<file path="src/tsvf_pkg.sv">
`timescale 1ns / 1ps
// shared constants, codes and control/status structs of the time source vote filter
package tsvf_pkg;

  localparam int unsigned MAX_CAND   = 8;
  localparam int unsigned CIDX_W     = $clog2(MAX_CAND);
  localparam int unsigned FILL_W     = $clog2(MAX_CAND + 1);

  localparam int unsigned TIME_W     = 48;
  localparam int unsigned CMD_W      = 3;
  localparam int unsigned STAT_W     = 3;
  localparam int unsigned CNT_W      = 4;
  localparam int unsigned DRIFT_W    = 16;
  localparam int unsigned TOL_W      = 16;
  localparam int unsigned AGE_W      = 32;
  localparam int unsigned MINC_W     = 4;
  localparam int unsigned CFG_IDX_W  = 2;
  localparam int unsigned CFG_DATA_W = 32;

  localparam logic [DRIFT_W-1:0] DRIFT_RST   = 16'd2000;
  localparam logic [TOL_W-1:0]   TOL_RST     = 16'd100;
  localparam logic [AGE_W-1:0]   MAX_AGE_RST = 32'd86400000;
  localparam logic [MINC_W-1:0]  MINC_RST    = 4'd2;

  typedef enum logic [CMD_W-1:0] {
    CMD_SUBMIT = 3'd0,
    CMD_FORCE  = 3'd1,
    CMD_VOTE   = 3'd2,
    CMD_QUERY  = 3'd3,
    CMD_CLEAR  = 3'd4
  } tsvf_cmd_e;

  typedef enum logic [STAT_W-1:0] {
    STS_OK      = 3'd0,
    STS_QUEUED  = 3'd1,
    STS_FULL    = 3'd2,
    STS_TOO_FEW = 3'd3,
    STS_NO_MAJ  = 3'd4,
    STS_NO_TIME = 3'd5
  } tsvf_status_e;

  typedef enum logic [CFG_IDX_W-1:0] {
    CFG_DRIFT   = 2'd0,
    CFG_TOL     = 2'd1,
    CFG_MAX_AGE = 2'd2,
    CFG_MIN_CAND = 2'd3
  } tsvf_cfg_e;

  // operand source of the projection pipeline
  typedef enum logic [1:0] {
    SRC_PAIR   = 2'd0,
    SRC_SUBMIT = 2'd1,
    SRC_QUERY  = 2'd2,
    SRC_PICK   = 2'd3
  } tsvf_src_e;

  typedef struct packed {
    logic              in_load;
    logic              op_load;
    logic              issue;
    tsvf_src_e         src;
    logic [CIDX_W-1:0] idx_a;
    logic [CIDX_W-1:0] idx_b;
    logic              last;
    logic              vote_init;
    logic              adopt_sample;
    logic              adopt_pick;
    logic              drop_trust;
    logic              enq;
    logic              clear_fill;
    logic              out_load;
    tsvf_status_e      status;
  } tsvf_ctl_t;

  typedef struct packed {
    logic [CMD_W-1:0]  cmd;
    logic              present;
    logic              full;
    logic              empty;
    logic              too_few;
    logic              busy;
    logic              res_valid;
    logic              age_ok;
    logic              drift_ok;
    logic              best_zero;
    logic [CIDX_W-1:0] last_idx;
  } tsvf_sts_t;

endpackage

</file>
<file path="src/tsvf_if.sv">
`timescale 1ns / 1ps
// valid/ready channel interfaces for command items and result items
interface tsvf_in_if import tsvf_pkg::*; ();
  logic              valid;
  logic              ready;
  logic [CMD_W-1:0]  command;
  logic [TIME_W-1:0] sample_time_ms;
  logic [TIME_W-1:0] sample_boot_ms;
  logic [TIME_W-1:0] now_boot_ms;

  modport source (output valid, output command, output sample_time_ms,
                  output sample_boot_ms, output now_boot_ms, input ready);
  modport sink (input valid, input command, input sample_time_ms,
                input sample_boot_ms, input now_boot_ms, output ready);
endinterface

interface tsvf_out_if import tsvf_pkg::*; ();
  logic              valid;
  logic              ready;
  logic [STAT_W-1:0] status;
  logic [TIME_W-1:0] current_time_ms;
  logic              time_valid;
  logic [CNT_W-1:0]  candidate_count;

  modport source (output valid, output status, output current_time_ms,
                  output time_valid, output candidate_count, input ready);
  modport sink (input valid, input status, input current_time_ms,
                input time_valid, input candidate_count, output ready);
endinterface

</file>
<file path="src/tsvf_dp.sv">
`timescale 1ns / 1ps
// datapath: config, trusted pair, candidate memory, projection pipeline, vote tally
module tsvf_dp import tsvf_pkg::*; (
  input  logic                  clk_i,
  input  logic                  rst_ni,
  input  logic                  cfg_we_i,
  input  logic [CFG_IDX_W-1:0]  cfg_idx_i,
  input  logic [CFG_DATA_W-1:0] cfg_data_i,
  input  logic [CMD_W-1:0]      command_i,
  input  logic [TIME_W-1:0]     sample_time_ms_i,
  input  logic [TIME_W-1:0]     sample_boot_ms_i,
  input  logic [TIME_W-1:0]     now_boot_ms_i,
  input  tsvf_ctl_t             ctl_i,
  output tsvf_sts_t             sts_o,
  output logic [STAT_W-1:0]     status_o,
  output logic [TIME_W-1:0]     current_time_ms_o,
  output logic                  time_valid_o,
  output logic [CNT_W-1:0]      candidate_count_o
);

  localparam int unsigned DW = TIME_W + 1;
  localparam int unsigned SW = TIME_W + 2;

  // configuration
  logic [DRIFT_W-1:0] drift_q;
  logic [TOL_W-1:0]   tol_q;
  logic [AGE_W-1:0]   max_age_q;
  logic [MINC_W-1:0]  minc_q;

  // accepted item
  logic [CMD_W-1:0]  cmd_q;
  logic [TIME_W-1:0] swall_q, sboot_q, nboot_q;

  // trusted pair and candidate list
  logic [TIME_W-1:0] twall_q, tboot_q;
  logic              present_q;
  logic [FILL_W-1:0] fill_q;
  logic [TIME_W-1:0] cw_mem [MAX_CAND];
  logic [TIME_W-1:0] cb_mem [MAX_CAND];

  // pipeline
  logic [TIME_W-1:0]    oaw_q, oab_q, obw_q, obb_q;
  logic                 v0_q, v1_q, v2_q, v3_q;
  logic                 pr0_q, pr1_q, pr2_q, pr3_q;
  logic                 lt0_q, lt1_q, lt2_q, lt3_q;
  logic [CIDX_W-1:0]    ri0_q, ri1_q, ri2_q, ri3_q;
  logic signed [DW-1:0] age_d, gap_d, age1_q, gap1_q;
  logic                 aok_d, aok1_q, aok2_q, aok3_q;
  logic signed [SW-1:0] sum_d, sum2_q, sum3_q;
  logic [SW-1:0]        mag_d;
  logic                 dok3_q, tok3_q;

  // vote tally
  logic [FILL_W-1:0] vcnt_q, best_q, cnt_new;
  logic [CIDX_W-1:0] bidx_q;
  logic              hit, maj;

  logic [TIME_W-1:0] clamp;

  logic [STAT_W-1:0] ost_q;
  logic [TIME_W-1:0] ocur_q;
  logic              otv_q;
  logic [CNT_W-1:0]  ocnt_q;

  always_ff @(posedge clk_i or negedge rst_ni) begin
    if (!rst_ni) begin
      drift_q   <= DRIFT_RST;
      tol_q     <= TOL_RST;
      max_age_q <= MAX_AGE_RST;
      minc_q    <= MINC_RST;
    end else if (cfg_we_i) begin
      unique case (cfg_idx_i)
        CFG_DRIFT:    drift_q   <= cfg_data_i[DRIFT_W-1:0];
        CFG_TOL:      tol_q     <= cfg_data_i[TOL_W-1:0];
        CFG_MAX_AGE:  max_age_q <= cfg_data_i[AGE_W-1:0];
        CFG_MIN_CAND: minc_q    <= cfg_data_i[MINC_W-1:0];
        default: ;
      endcase
    end
  end

  always_ff @(posedge clk_i) begin
    if (ctl_i.in_load) begin
      cmd_q   <= command_i;
      swall_q <= sample_time_ms_i;
      sboot_q <= sample_boot_ms_i;
      nboot_q <= now_boot_ms_i;
    end
    if (ctl_i.adopt_sample) begin
      twall_q <= swall_q;
      tboot_q <= sboot_q;
    end else if (ctl_i.adopt_pick) begin
      twall_q <= oaw_q;
      tboot_q <= oab_q;
    end
    if (ctl_i.enq) begin
      cw_mem[fill_q[CIDX_W-1:0]] <= swall_q;
      cb_mem[fill_q[CIDX_W-1:0]] <= sboot_q;
    end
  end

  always_ff @(posedge clk_i or negedge rst_ni) begin
    if (!rst_ni) begin
      present_q <= 1'b0;
      fill_q    <= '0;
    end else begin
      if (ctl_i.adopt_sample || ctl_i.adopt_pick) begin
        present_q <= 1'b1;
      end else if (ctl_i.drop_trust) begin
        present_q <= 1'b0;
      end
      if (ctl_i.clear_fill) begin
        fill_q <= '0;
      end else if (ctl_i.enq) begin
        fill_q <= fill_q + 1'b1;
      end
    end
  end

  // operand registers, memory read is registered here
  always_ff @(posedge clk_i) begin
    if (ctl_i.op_load) begin
      unique case (ctl_i.src)
        SRC_PAIR: begin
          oaw_q <= cw_mem[ctl_i.idx_a];
          oab_q <= cb_mem[ctl_i.idx_a];
          obw_q <= cw_mem[ctl_i.idx_b];
          obb_q <= cb_mem[ctl_i.idx_b];
        end
        SRC_SUBMIT: begin
          oaw_q <= swall_q;
          oab_q <= sboot_q;
          obw_q <= twall_q;
          obb_q <= tboot_q;
        end
        SRC_QUERY: begin
          oaw_q <= '0;
          oab_q <= nboot_q;
          obw_q <= twall_q;
          obb_q <= tboot_q;
        end
        SRC_PICK: begin
          oaw_q <= cw_mem[bidx_q];
          oab_q <= cb_mem[bidx_q];
          obw_q <= cw_mem[ctl_i.idx_b];
          obb_q <= cb_mem[ctl_i.idx_b];
        end
        default: ;
      endcase
      pr0_q <= (ctl_i.src == SRC_PAIR);
      lt0_q <= ctl_i.last;
      ri0_q <= ctl_i.idx_a;
    end
  end

  // age of b seen from a, gap of walls, and their sum: b projected minus a
  assign age_d = $signed({1'b0, oab_q}) - $signed({1'b0, obb_q});
  assign gap_d = $signed({1'b0, obw_q}) - $signed({1'b0, oaw_q});
  assign aok_d = age_d <= $signed({{(DW-AGE_W){1'b0}}, max_age_q});
  assign sum_d = {age1_q[DW-1], age1_q} + {gap1_q[DW-1], gap1_q};
  assign mag_d = sum2_q[SW-1] ? (~sum2_q + 1'b1) : sum2_q;

  always_ff @(posedge clk_i) begin
    age1_q <= age_d;
    gap1_q <= gap_d;
    aok1_q <= aok_d;
    pr1_q  <= pr0_q;
    lt1_q  <= lt0_q;
    ri1_q  <= ri0_q;
    sum2_q <= sum_d;
    aok2_q <= aok1_q;
    pr2_q  <= pr1_q;
    lt2_q  <= lt1_q;
    ri2_q  <= ri1_q;
    sum3_q <= sum2_q;
    aok3_q <= aok2_q;
    dok3_q <= mag_d <= {{(SW-DRIFT_W){1'b0}}, drift_q};
    tok3_q <= mag_d < {{(SW-TOL_W){1'b0}}, tol_q};
    pr3_q  <= pr2_q;
    lt3_q  <= lt2_q;
    ri3_q  <= ri2_q;
  end

  always_ff @(posedge clk_i or negedge rst_ni) begin
    if (!rst_ni) begin
      v0_q <= 1'b0;
      v1_q <= 1'b0;
      v2_q <= 1'b0;
      v3_q <= 1'b0;
    end else begin
      v0_q <= ctl_i.issue;
      v1_q <= v0_q;
      v2_q <= v1_q;
      v3_q <= v2_q;
    end
  end

  assign hit     = aok3_q & tok3_q;
  assign cnt_new = vcnt_q + FILL_W'(hit);
  assign maj     = cnt_new > (fill_q >> 1);

  always_ff @(posedge clk_i or negedge rst_ni) begin
    if (!rst_ni) begin
      vcnt_q <= '0;
      best_q <= '0;
      bidx_q <= '0;
    end else if (ctl_i.vote_init) begin
      vcnt_q <= '0;
      best_q <= '0;
    end else if (v3_q && pr3_q) begin
      if (lt3_q) begin
        vcnt_q <= '0;
        // first row with the highest majority count wins
        if (maj && (cnt_new > best_q)) begin
          best_q <= cnt_new;
          bidx_q <= ri3_q;
        end
      end else begin
        vcnt_q <= cnt_new;
      end
    end
  end

  always_comb begin
    if (sum3_q[SW-1]) begin
      clamp = '0;
    end else if (sum3_q[SW-2]) begin
      clamp = '1;
    end else begin
      clamp = sum3_q[TIME_W-1:0];
    end
  end

  always_comb begin
    sts_o.cmd       = cmd_q;
    sts_o.present   = present_q;
    sts_o.full      = (fill_q == FILL_W'(MAX_CAND));
    sts_o.empty     = (fill_q == '0);
    sts_o.too_few   = {{MINC_W{1'b0}}, fill_q} < {{FILL_W{1'b0}}, minc_q};
    sts_o.busy      = v0_q | v1_q | v2_q | v3_q;
    sts_o.res_valid = v3_q;
    sts_o.age_ok    = aok3_q;
    sts_o.drift_ok  = dok3_q;
    sts_o.best_zero = (best_q == '0);
    sts_o.last_idx  = CIDX_W'(fill_q - 1'b1);
  end

  always_ff @(posedge clk_i) begin
    if (ctl_i.out_load) begin
      ost_q  <= ctl_i.status;
      ocur_q <= ((cmd_q == CMD_QUERY) && (ctl_i.status == STS_OK)) ? clamp : '0;
      otv_q  <= present_q;
      ocnt_q <= CNT_W'(fill_q);
    end
  end

  assign status_o          = ost_q;
  assign current_time_ms_o = ocur_q;
  assign time_valid_o      = otv_q;
  assign candidate_count_o = ocnt_q;

  a_enq_not_full: assert property (@(posedge clk_i) disable iff (!rst_ni)
    ctl_i.enq |-> (fill_q < FILL_W'(MAX_CAND)))
    else $error("candidate written while list full");

  a_single_issue_idle: assert property (@(posedge clk_i) disable iff (!rst_ni)
    (ctl_i.issue && (ctl_i.src != SRC_PAIR)) |-> !sts_o.busy)
    else $error("projection issued into a busy pipeline");

  a_pick_loaded: assert property (@(posedge clk_i) disable iff (!rst_ni)
    ctl_i.adopt_pick |-> $past(ctl_i.op_load && (ctl_i.src == SRC_PICK)))
    else $error("vote winner adopted without its read");

  a_adopt_sets_valid: assert property (@(posedge clk_i) disable iff (!rst_ni)
    (ctl_i.adopt_sample || ctl_i.adopt_pick) |=> present_q)
    else $error("adopted time not marked valid");

  a_out_after_drain: assert property (@(posedge clk_i) disable iff (!rst_ni)
    ctl_i.out_load |-> !sts_o.busy)
    else $error("result loaded while pipeline still busy");

endmodule

</file>
<file path="src/tsvf_ctrl.sv">
`timescale 1ns / 1ps
// controller: command sequencing, vote pair scan and result handshake
module tsvf_ctrl import tsvf_pkg::*; (
  input  logic      clk_i,
  input  logic      rst_ni,
  input  logic      in_valid_i,
  output logic      in_ready_o,
  output logic      out_valid_o,
  input  logic      out_ready_i,
  input  tsvf_sts_t sts_i,
  output tsvf_ctl_t ctl_o
);

  localparam logic [3:0] ST_IDLE       = 4'd0;
  localparam logic [3:0] ST_DECODE     = 4'd1;
  localparam logic [3:0] ST_WAIT_PROJ  = 4'd2;
  localparam logic [3:0] ST_ENQ        = 4'd3;
  localparam logic [3:0] ST_VOTE_ISSUE = 4'd4;
  localparam logic [3:0] ST_VOTE_DRAIN = 4'd5;
  localparam logic [3:0] ST_VOTE_PICK  = 4'd6;
  localparam logic [3:0] ST_VOTE_ADOPT = 4'd7;
  localparam logic [3:0] ST_RESP       = 4'd8;

  logic [3:0]        state_q, state_d;
  logic [CIDX_W-1:0] ia_q, ia_d, ib_q, ib_d;
  tsvf_status_e      status_q, status_d;
  logic              out_valid_q, out_valid_d;
  logic              out_free;

  assign out_free = !out_valid_q || out_ready_i;

  always_comb begin
    state_d      = state_q;
    ia_d         = ia_q;
    ib_d         = ib_q;
    status_d     = status_q;
    ctl_o        = '0;
    ctl_o.src    = SRC_PAIR;
    ctl_o.idx_a  = ia_q;
    ctl_o.idx_b  = ib_q;
    ctl_o.status = status_q;

    unique case (state_q)
      ST_IDLE: begin
        if (in_valid_i) begin
          ctl_o.in_load = 1'b1;
          state_d       = ST_DECODE;
        end
      end
      ST_DECODE: begin
        unique case (sts_i.cmd)
          CMD_SUBMIT: begin
            if (sts_i.present) begin
              ctl_o.op_load = 1'b1;
              ctl_o.issue   = 1'b1;
              ctl_o.src     = SRC_SUBMIT;
              state_d       = ST_WAIT_PROJ;
            end else begin
              state_d = ST_ENQ;
            end
          end
          CMD_FORCE: begin
            ctl_o.adopt_sample = 1'b1;
            status_d           = STS_OK;
            state_d            = ST_RESP;
          end
          CMD_VOTE: begin
            if (sts_i.too_few) begin
              status_d = STS_TOO_FEW;
              state_d  = ST_RESP;
            end else if (sts_i.empty) begin
              // zero minimum with an empty list: nothing to scan, no majority
              status_d = STS_NO_MAJ;
              state_d  = ST_RESP;
            end else begin
              ctl_o.vote_init = 1'b1;
              ia_d            = '0;
              ib_d            = '0;
              state_d         = ST_VOTE_ISSUE;
            end
          end
          CMD_QUERY: begin
            if (sts_i.present) begin
              ctl_o.op_load = 1'b1;
              ctl_o.issue   = 1'b1;
              ctl_o.src     = SRC_QUERY;
              state_d       = ST_WAIT_PROJ;
            end else begin
              status_d = STS_NO_TIME;
              state_d  = ST_RESP;
            end
          end
          CMD_CLEAR: begin
            ctl_o.clear_fill = 1'b1;
            status_d         = STS_OK;
            state_d          = ST_RESP;
          end
          default: begin
            status_d = STS_OK;
            state_d  = ST_RESP;
          end
        endcase
      end
      ST_WAIT_PROJ: begin
        if (sts_i.res_valid) begin
          if (sts_i.cmd == CMD_QUERY) begin
            if (sts_i.age_ok) begin
              status_d = STS_OK;
            end else begin
              ctl_o.drop_trust = 1'b1;
              status_d         = STS_NO_TIME;
            end
            state_d = ST_RESP;
          end else if (!sts_i.age_ok) begin
            // trusted time has expired: drop it and queue the sample if there is room
            ctl_o.drop_trust = 1'b1;
            state_d          = ST_ENQ;
          end else if (!sts_i.drift_ok) begin
            state_d = ST_ENQ;
          end else begin
            ctl_o.adopt_sample = 1'b1;
            ctl_o.clear_fill   = 1'b1;
            status_d           = STS_OK;
            state_d            = ST_RESP;
          end
        end
      end
      ST_ENQ: begin
        if (sts_i.full) begin
          status_d = STS_FULL;
        end else begin
          ctl_o.enq = 1'b1;
          status_d  = STS_QUEUED;
        end
        state_d = ST_RESP;
      end
      ST_VOTE_ISSUE: begin
        // one candidate pair per cycle, row by row
        ctl_o.op_load = 1'b1;
        ctl_o.issue   = 1'b1;
        ctl_o.src     = SRC_PAIR;
        ctl_o.last    = (ib_q == sts_i.last_idx);
        if (ib_q == sts_i.last_idx) begin
          ib_d = '0;
          if (ia_q == sts_i.last_idx) begin
            state_d = ST_VOTE_DRAIN;
          end else begin
            ia_d = ia_q + 1'b1;
          end
        end else begin
          ib_d = ib_q + 1'b1;
        end
      end
      ST_VOTE_DRAIN: begin
        if (!sts_i.busy) begin
          state_d = ST_VOTE_PICK;
        end
      end
      ST_VOTE_PICK: begin
        ctl_o.clear_fill = 1'b1;
        if (sts_i.best_zero) begin
          status_d = STS_NO_MAJ;
          state_d  = ST_RESP;
        end else begin
          ctl_o.op_load = 1'b1;
          ctl_o.src     = SRC_PICK;
          state_d       = ST_VOTE_ADOPT;
        end
      end
      ST_VOTE_ADOPT: begin
        ctl_o.adopt_pick = 1'b1;
        status_d         = STS_OK;
        state_d          = ST_RESP;
      end
      ST_RESP: begin
        if (out_free) begin
          ctl_o.out_load = 1'b1;
          state_d        = ST_IDLE;
        end
      end
      default: begin
        state_d = ST_IDLE;
      end
    endcase
  end

  always_comb begin
    if (ctl_o.out_load) begin
      out_valid_d = 1'b1;
    end else if (out_ready_i) begin
      out_valid_d = 1'b0;
    end else begin
      out_valid_d = out_valid_q;
    end
  end

  always_ff @(posedge clk_i or negedge rst_ni) begin
    if (!rst_ni) begin
      state_q     <= ST_IDLE;
      ia_q        <= '0;
      ib_q        <= '0;
      status_q    <= STS_OK;
      out_valid_q <= 1'b0;
    end else begin
      state_q     <= state_d;
      ia_q        <= ia_d;
      ib_q        <= ib_d;
      status_q    <= status_d;
      out_valid_q <= out_valid_d;
    end
  end

  assign in_ready_o  = (state_q == ST_IDLE);
  assign out_valid_o = out_valid_q;

endmodule

</file>
<file path="src/time_source_vote_filter.sv">
`timescale 1ns / 1ps
// top level: trusted time keeper with candidate voting, controller plus datapath
// force, clear, unknown commands, refused and empty votes answer without a projection;
// query and a submit with a trusted time pass through the four-stage projection pipeline
// a vote projects every ordered pair of candidates, then reads and adopts any winner
// one command at a time; next input transfer the cycle after the result is loaded
// async active-low reset: no trusted time, empty list, registers at defaults, no clear pass
module time_source_vote_filter import tsvf_pkg::*; (
  input  logic                  clk_i,
  input  logic                  rst_ni,
  input  logic                  cfg_we_i,
  input  logic [CFG_IDX_W-1:0]  cfg_idx_i,
  input  logic [CFG_DATA_W-1:0] cfg_data_i,
  tsvf_in_if.sink               in_i,
  tsvf_out_if.source            out_o
);

  tsvf_ctl_t ctl;
  tsvf_sts_t sts;

  tsvf_ctrl u_ctrl (
    .clk_i       (clk_i),
    .rst_ni      (rst_ni),
    .in_valid_i  (in_i.valid),
    .in_ready_o  (in_i.ready),
    .out_valid_o (out_o.valid),
    .out_ready_i (out_o.ready),
    .sts_i       (sts),
    .ctl_o       (ctl)
  );

  tsvf_dp u_dp (
    .clk_i             (clk_i),
    .rst_ni            (rst_ni),
    .cfg_we_i          (cfg_we_i),
    .cfg_idx_i         (cfg_idx_i),
    .cfg_data_i        (cfg_data_i),
    .command_i         (in_i.command),
    .sample_time_ms_i  (in_i.sample_time_ms),
    .sample_boot_ms_i  (in_i.sample_boot_ms),
    .now_boot_ms_i     (in_i.now_boot_ms),
    .ctl_i             (ctl),
    .sts_o             (sts),
    .status_o          (out_o.status),
    .current_time_ms_o (out_o.current_time_ms),
    .time_valid_o      (out_o.time_valid),
    .candidate_count_o (out_o.candidate_count)
  );

endmodule
</file>
<file path="src/flat_wrapper.sv">
// flat-port wrapper written by rule: the top's interface ports become plain ports
module time_source_vote_filter_flat import tsvf_pkg::*;
  (clk_i, rst_ni, cfg_we_i, cfg_idx_i, cfg_data_i, in_i_valid, in_i_command, in_i_sample_time_ms, in_i_sample_boot_ms, in_i_now_boot_ms, in_i_ready, out_o_valid, out_o_status, out_o_current_time_ms, out_o_time_valid, out_o_candidate_count, out_o_ready);
  tsvf_in_if in_i_i ();
  tsvf_out_if out_o_i ();
  input  logic clk_i;
  input  logic rst_ni;
  input  logic cfg_we_i;
  input  logic [CFG_IDX_W-1:0] cfg_idx_i;
  input  logic [CFG_DATA_W-1:0] cfg_data_i;
  input wire logic [$bits(in_i_i.valid)-1:0] in_i_valid;
  input wire logic [$bits(in_i_i.command)-1:0] in_i_command;
  input wire logic [$bits(in_i_i.sample_time_ms)-1:0] in_i_sample_time_ms;
  input wire logic [$bits(in_i_i.sample_boot_ms)-1:0] in_i_sample_boot_ms;
  input wire logic [$bits(in_i_i.now_boot_ms)-1:0] in_i_now_boot_ms;
  output wire logic [$bits(in_i_i.ready)-1:0] in_i_ready;
  output wire logic [$bits(out_o_i.valid)-1:0] out_o_valid;
  output wire logic [$bits(out_o_i.status)-1:0] out_o_status;
  output wire logic [$bits(out_o_i.current_time_ms)-1:0] out_o_current_time_ms;
  output wire logic [$bits(out_o_i.time_valid)-1:0] out_o_time_valid;
  output wire logic [$bits(out_o_i.candidate_count)-1:0] out_o_candidate_count;
  input wire logic [$bits(out_o_i.ready)-1:0] out_o_ready;
  assign in_i_i.valid = in_i_valid;
  assign in_i_i.command = in_i_command;
  assign in_i_i.sample_time_ms = in_i_sample_time_ms;
  assign in_i_i.sample_boot_ms = in_i_sample_boot_ms;
  assign in_i_i.now_boot_ms = in_i_now_boot_ms;
  assign in_i_ready = in_i_i.ready;
  assign out_o_valid = out_o_i.valid;
  assign out_o_status = out_o_i.status;
  assign out_o_current_time_ms = out_o_i.current_time_ms;
  assign out_o_time_valid = out_o_i.time_valid;
  assign out_o_candidate_count = out_o_i.candidate_count;
  assign out_o_i.ready = out_o_ready;
  time_source_vote_filter u_core (.clk_i(clk_i), .rst_ni(rst_ni), .cfg_we_i(cfg_we_i), .cfg_idx_i(cfg_idx_i), .cfg_data_i(cfg_data_i), .in_i(in_i_i), .out_o(out_o_i));
endmodule
</file>
<file path="config.mk">
export PLATFORM = sky130hd
export DESIGN_NAME = time_source_vote_filter_flat
export DESIGN_NICKNAME = d
export VERILOG_FILES = /design/src/tsvf_pkg.sv /design/src/tsvf_if.sv /design/src/tsvf_dp.sv /design/src/tsvf_ctrl.sv /design/src/time_source_vote_filter.sv /design/src/flat_wrapper.sv
export SDC_FILE = /design/constraint.sdc
export NUM_CORES = 2
export LEC_CHECK = 0
export BUFFER_PORTS_ARGS = -buffer_cell sky130_fd_sc_hd__buf_2
export CAP_MARGIN = 20
export CORE_MARGIN = 10
export CORE_UTILIZATION = 40
export DETAILED_ROUTE_END_ITERATION = 10
export SYNTH_ARGS = -nofsm -noshare
export SYNTH_HDL_FRONTEND = slang
export SYNTH_SLANG_ARGS = --single-unit
export TNS_END_PERCENT = 10
</file>
<file path="constraint.sdc">
create_clock -name clk_i -period 10.3 [get_ports clk_i]
set_input_delay 0 -clock clk_i [delete_from_list [all_inputs] [get_ports clk_i]]
set_output_delay 0 -clock clk_i [all_outputs]
set_load 0.02 [all_outputs]
</file>
* Word level (Yosys, flattened, before mapping)
Memory sizes are Yosys's and may differ from the RTL's.
Index checks and enable logic that the tools add are counted.
** Word-level totals
- Bits in registers :: 816
- Memory bits (writable) :: 768
- Input bits :: 186
- Output and inout bits :: 58
- Word-level logic and storage cells :: 241
- Memories kept :: 2
** Memories
- u_core.u_dp.cb_mem :: words 8, bits a word 48, rd ports 3, clocked after Yosys merged registers in 0, write ports 1, line tsvf_dp.sv:39 : logic [TIME_W-1:0] cb_mem [MAX_CAND];
- u_core.u_dp.cw_mem :: words 8, bits a word 48, rd ports 3, clocked after Yosys merged registers in 0, write ports 1, line tsvf_dp.sv:38 : logic [TIME_W-1:0] cw_mem [MAX_CAND];
** Cells by class
- Add/sub/neg operators :: 9
- $lt $le $gt $ge :: 6
- Eq/ne operators :: 37
- Mux-type cells :: 91
- Bitwise operators :: 7
- Reduce and logical (&&, ||, !) cells :: 36
** Operators by type and width (count)
- case mux 48 bit (4 select lines) :: 2
- 2-to-1 mux 48 bit :: 5
- case mux 48 bit (2 select lines) :: 2
- subtractor 48 x 48 -> 49 bit :: 2
- 2-to-1 mux 4 bit :: 24
- adder 49 x 49 -> 50 bit :: 1
- adder 50 x 1 -> 50 bit (second input constant) :: 1
- <= comparator 50 x 16 -> 1 bit :: 1
- < comparator 50 x 16 -> 1 bit :: 1
- 2-to-1 mux 50 bit :: 1
- NOT 50 bit :: 1
- <= comparator 49 x 33 -> 1 bit :: 1
- 2-to-1 mux 3 bit :: 15
- case mux 4 bit (8 select lines) :: 1
- 2-to-1 mux 1 bit :: 28
- != test 2 bit (second input constant) :: 10
- equality test 4 x 3 -> 1 bit (second input constant) :: 4
- nonzero test 2 bit :: 8
- case mux 3 bit (5 select lines) :: 1
- zero test 4 bit :: 3
- case mux 3 bit (2 select lines) :: 2
- case mux 4 bit (3 select lines) :: 1
- AND reduction 6 bit :: 2
- != test 3 bit (second input constant) :: 3
- 38 further kinds :: 66

* Depth between registers and ports, before layout
- Depth after elaboration :: 8
- Depth in mapped cells :: 22
- Gate-level depth less buffers :: 22

* Cells and area by module
From an unflattened synthesis, not the netlist that was laid out.
** Unflattened totals
- Cells, all modules :: 5258
- Area, all modules :: 78601.6 µm²
** By module, submodules not included
- tsvf_dp :: times used 1, cells each 5129, area an instance 77486.8 µm², seq. area each 44546.5 µm²
- tsvf_ctrl :: times used 1, cells each 129, area an instance 1114.8 µm², seq. area each 350.3 µm²

* Least setup slack after synthesis
No wires, ideal clock.
- Path type :: reg2reg
- Start :: reg u_core.u_dp.fill_q[0]
- End :: mem u_core.u_dp.cb_mem[0][0] (enable)
- Setup time :: 0.787 ns
- Arrival time :: 10.435 ns
- Required time :: 9.513 ns
- Slack :: -0.922 ns
- Cell stages (with the launch flop) :: 8
- Buffers on the path :: 1
- Clock period less this slack :: 11.222 ns
- Cell sequence :: dfrtp_1 clkbuf_1 inv_1 ha_1 nor2b_1 nand2_1 nand2_1 nor4_1
** Between the ends
- Cells in the longest elaborated chain, start to end :: 5
** RTL lines
- start, declared :: line tsvf_dp.sv:37 : logic [FILL_W-1:0] fill_q;
- start signal, assigned :: line tsvf_dp.sv:115 : fill_q <= fill_q + 1'b1;
- equality test 4 bit :: line tsvf_dp.sv:237 : sts_o.full = (fill_q == FILL_W'(MAX_CAND));
- 2-to-1 mux 1 bit :: line tsvf_ctrl.sv:129 : if (sts_i.full) begin
- 2-to-1 mux 1 bit :: line tsvf_ctrl.sv:43 : unique case (state_q)
- 2-to-1 mux 1 bit :: line tsvf_dp.sv:96 : if (ctl_i.enq) begin
- 2-to-1 mux 1 bit (not written as such) :: line tsvf_dp.sv:98 : cb_mem[fill_q[CIDX_W-1:0]] <= sboot_q;
- end, declared :: line tsvf_dp.sv:39
Parallel ways exist; a longest one is shown, timed or not.

* Worst setup path in the final report
- Start :: reg u_core.u_dp.oab_q[4]
- End :: reg u_core.u_dp.aok1_q
** Between the ends
- Cells in the longest elaborated chain, start to end :: 2
** RTL lines
- start, declared :: line tsvf_dp.sv:42 : logic [TIME_W-1:0] oaw_q, oab_q, obw_q, obb_q;
- start signal, assigned :: line tsvf_dp.sv:126 : oab_q <= cb_mem[ctl_i.idx_a];
- start signal, assigned :: line tsvf_dp.sv:132 : oab_q <= sboot_q;
- start signal, assigned :: line tsvf_dp.sv:138 : oab_q <= nboot_q;
- subtractor 48 x 48 -> 49 bit :: line tsvf_dp.sv:157 : assign age_d = $signed({1'b0, oab_q}) - $signed({1'b0, obb_q});
- net u_core.u_dp.age_d[27] :: line tsvf_dp.sv:47 : logic signed [DW-1:0] age_d, gap_d, age1_q, gap1_q;
- <= comparator 49 x 33 -> 1 bit :: line tsvf_dp.sv:159 : assign aok_d = age_d <= $signed({{(DW-AGE_W){1'b0}}, max_age_q});
- net u_core.u_dp.aok_d :: line tsvf_dp.sv:48 : logic aok_d, aok1_q, aok2_q, aok3_q;
- end signal, assigned :: line tsvf_dp.sv:166 : aok1_q <= aok_d;
- end, declared :: line tsvf_dp.sv:48
The timed path passes the listed nets, and every way through them passes these cells.
A chain may end at the register's enable or synchronous reset.

==> impl_metrics.toml <==
[status]
status = "completed"

[critical_path]
crit_required_ps = 11020
start_kind = "flop"
timing.rr.end = "u_core.u_dp.aok1_q$_DFF_P_"
crit_buf_inv = 0
cp-end-kind = "flop"
cp_top_family = "compound AO/OA/AOI/OAI gates"
cp.arrival_ps = 6340
r2r_slack_ps = 4680
path_cells = "ha_1, a21o_1, or3_1, o211a_1, o211ai_2, o21ai_2, a21oi_1, o21ai_0, xor2_1, ha_1, a211oi_1, a22oi_1, a21o_1, a21oi_1, o31ai_1, a2111oi_2, or4b_1, or4_1, o41ai_2"
crit_path_max_fanout = 4
cpPeakStageDelay_ps = 490
rr_startpoint = "u_core.u_dp.oab_q[4]$_DFFE_PP_"
ff2ff_path_depth = 19
worstSetupPathType = "reg2reg"
cpMaxStageDelayCell = "or4b_1"

[timing]
hold_ws_ps = 60.45
final_hold_viol_count = 0
rsz0062_at_grt = "false"
setup-violations-final = 0
slew_headroom = 0.2165
fmax_ghz = 0.1779
setup_ws_ps = 4678
worst_slew_pin_slew_ps = 1175
finalMaxSlewViolations = 0
period_minus_slack_ps = 5622
fin_crit_sh = 0.5458
skew_ps = 36.14
tns_ps = 0

[floorplan]
initial_core_util = 0.4029
io-pin-count = 244
core_area_um2 = 195200
placement_rows = 162
dieArea_um2 = 214700
chipWidth_um = 463.4
die_height_um = 463.4

[logic_synthesis]
synth_fa_ha_area_frac = 0.03720
syn_area_per_cell_um2 = 15.13
synth_nets = 5617
yosys.area_share.xor_xnor = 0.01738
synth_compound_area_frac = 0.07025
synth.area.top_cells = "edfxtp_1, mux4_2, dfxtp_1"
synth_top_cell_area_share = 0.4827
synth_simple_gate_area_frac = 0.04727
synthMuxAreaShare = 0.2321
synth-async-reset-ratio = 0.06439
synth.yosys.seq_area_share = 0.5709
synth_top_area_cell = "edfxtp_1"
yosys_warnings = 0
ys.flop_type = "edfxtp_1"
synth_edf_count = 1264
netlist_area_um2 = 78640
synth_commonest_cells = "edfxtp_1, mux4_2, nor2_1"
ys_ff_latch = 1584
synth.most_common_cell = "edfxtp_1"
synthCells = 5199
synth_top_family_by_area = "multiplexers"
synth_cell_types = 85

[clock_network]
cts_tree = "done"
cts_root_buffer = "clkbuf_16"
cts.clk_slew.worst_paths_ps = 60
htreeDepth = 4
clock_sinks = 1584
worst_skew_pair.late_latency_ps = 830
cts_buffers = 175
postCtsSetupBuffers = 0
cts_hold_buf = 386
ctsLongestPathBuffers = 3
ctsResizeCount = 0

[grt]
grt_pass1_vias = 51210
grt_antenna_before_repair = 5
grt_pass1_wl_um = 342900
grt_overflow = 0
grt_max_degree = 142
grt.total_usage = 0.2102

[drt]
vias_per_cell = 5.888
drtPass1Iterations = 8
drc_errors = 0
ant_nets = 0
routed_wire_length_per_instance_um = 27.07
vias = 50290
wl_um = 231200
drt_iter0_markers = 5613

[power]
peakVddDrop_uv = 167.4
p_leak_nw = 31.93
power_density_nw_per_um2 = 222.3

[final_layout]
fin_util = 0.4747
fin_nets = 6184
layout-drive-gt1-share = 0.2460
syn2layout_area_growth_pct = 17.84
fill_cells = 16680

[worst_hold_path]
min_to = "u_core.u_dp.tol_q[7]$_DFFE_PN0P_"
hold_class = "in2reg"
hold_path.startpoint = "cfg_data_i[7]"
hold_depth = 3

[flow_run]
drv_cap = 0

[placement]
dp_hpwl_um = 138800
portBuffers = 243
post-place-ws_ps = 4693
gp_congestion = 0.8890
worst register-to-register path: stages (launching register included):
cell       delay [ps]
edfxtp_1          400
ha_1              370
a21o_1            220
or3_1             310
o211a_1           260
o211ai_2          300
o21ai_2           160
a21oi_1           260
o21ai_0           180
xor2_1            250
ha_1              310
a211oi_1          280
a22oi_1           130
a21o_1            180
a21oi_1           160
o31ai_1            90
a2111oi_2         390
or4b_1            490
or4_1             450
o41ai_2           330
state kept, by name (all words and copies together), names as in the netlist, 49 cells and up:
register	count
u_core.u_dp.age1_q	49
u_core.u_dp.gap1_q	49
u_core.u_dp.sum3_q	50
u_core.u_dp.sum2_q	50
u_core.u_dp.cb_mem	384
u_core.u_dp.cw_mem	384
how the worst max path moves through the flow:
stage / start / slack, ps / endpoint / depth (start not counted)
3_3_place_gp: u_core.u_dp.oab_q[4]$_DFFE_PP_ / 4800 / u_core.u_dp.aok1_q$_DFF_P_ / 19
2_1_floorplan: u_core.u_dp.fill_q[0]$_DFFE_PN0P_ / 1660 / u_core.u_dp.cb_mem[1][0]$_DFFE_PP_ / 7
5_1_grt: u_core.u_dp.oab_q[0]$_DFFE_PP_ / 4310 / u_core.u_dp.aok1_q$_DFF_P_ / 22
4_1_cts: u_core.u_dp.oab_q[4]$_DFFE_PP_ / 4640 / u_core.u_dp.aok1_q$_DFF_P_ / 19
3_5_place_dp: u_core.u_dp.oab_q[4]$_DFFE_PP_ / 4690 / u_core.u_dp.aok1_q$_DFF_P_ / 19
6_report: u_core.u_dp.oab_q[4]$_DFFE_PP_ / 4680 / u_core.u_dp.aok1_q$_DFF_P_ / 19
placed cells by master (no fill, tap or decap), types with 18 or more instances in the layout:
cell type / n
a21o_1: 96
a21oi_1: 314
a221oi_1: 56
a222oi_1: 49
a31oi_1: 30
and3_1: 25
buf_12: 18
buf_2: 242
buf_4: 37
bufinv_16: 18
clkbuf_1: 35
clkbuf_16: 184
clkinv_1: 30
clkinv_2: 24
dfrtp_1: 74
dfstp_2: 19
dfxtp_1: 218
dlygate4sd3_1: 385
edfxtp_1: 1264
ha_1: 225
inv_1: 227
mux2_2: 251
mux2i_1: 245
mux4_2: 576
nand2_1: 146
nand2b_1: 29
nand3_1: 62
nand4_1: 27
nor2_1: 326
nor2b_1: 32
nor3_1: 42
o21a_1: 24
o21ai_0: 111
o21bai_1: 19
or3_1: 18
xnor2_1: 106
xor2_1: 50
routing by layer:
layer | part of all wire | GRT usage | vias up
met1 | 0.42 | 0.2876 | 25570
li1 | - | - | 21890
met4 | 0.035 | 0.07182 | 0
met2 | 0.46 | 0.3352 | 2382
met3 | 0.083 | 0.04096 | 439
met5 | 0 | 0 | -
cell type report:
class,instances,area (um2),share of cell area
repair buffers,682,5703,0.06155
diodes,3,7.507,0.00008102
inverters,228,855.8,0.009236
clock buffers,229,4873,0.05259
flip-flops and latches,1584,44930,0.4849
clock inverters,96,1066,0.01150
multi-input cells,3095,31940,0.3447
well taps,2624,3283,0.03543
power by group:
group	switching, mW	internal, mW
combinational	2.93	2.17
clock	2.64	3.80
sequential	0.981	8.08
per-stage QoR:
stage	std cells	power (mW)	instance area, um2
final	8541	20.60	92660
after CTS	8538	20.70	92650
after global placement	7827	14.06	82840
after global routing	8539	21.55	92660
after detailed placement	7827	14.11	82840
after floorplan	5199	12.27	78640
cell families after synthesis:
family	Yosys count
muxes	1072
and+or+nand+nor	795
xor gates and xnor gates	156
DFF	1584
AOI/OAI and AO/OA	840
buffers and inverters	520
adders and majority gates	232
Power figures use the tool's default switching activity.
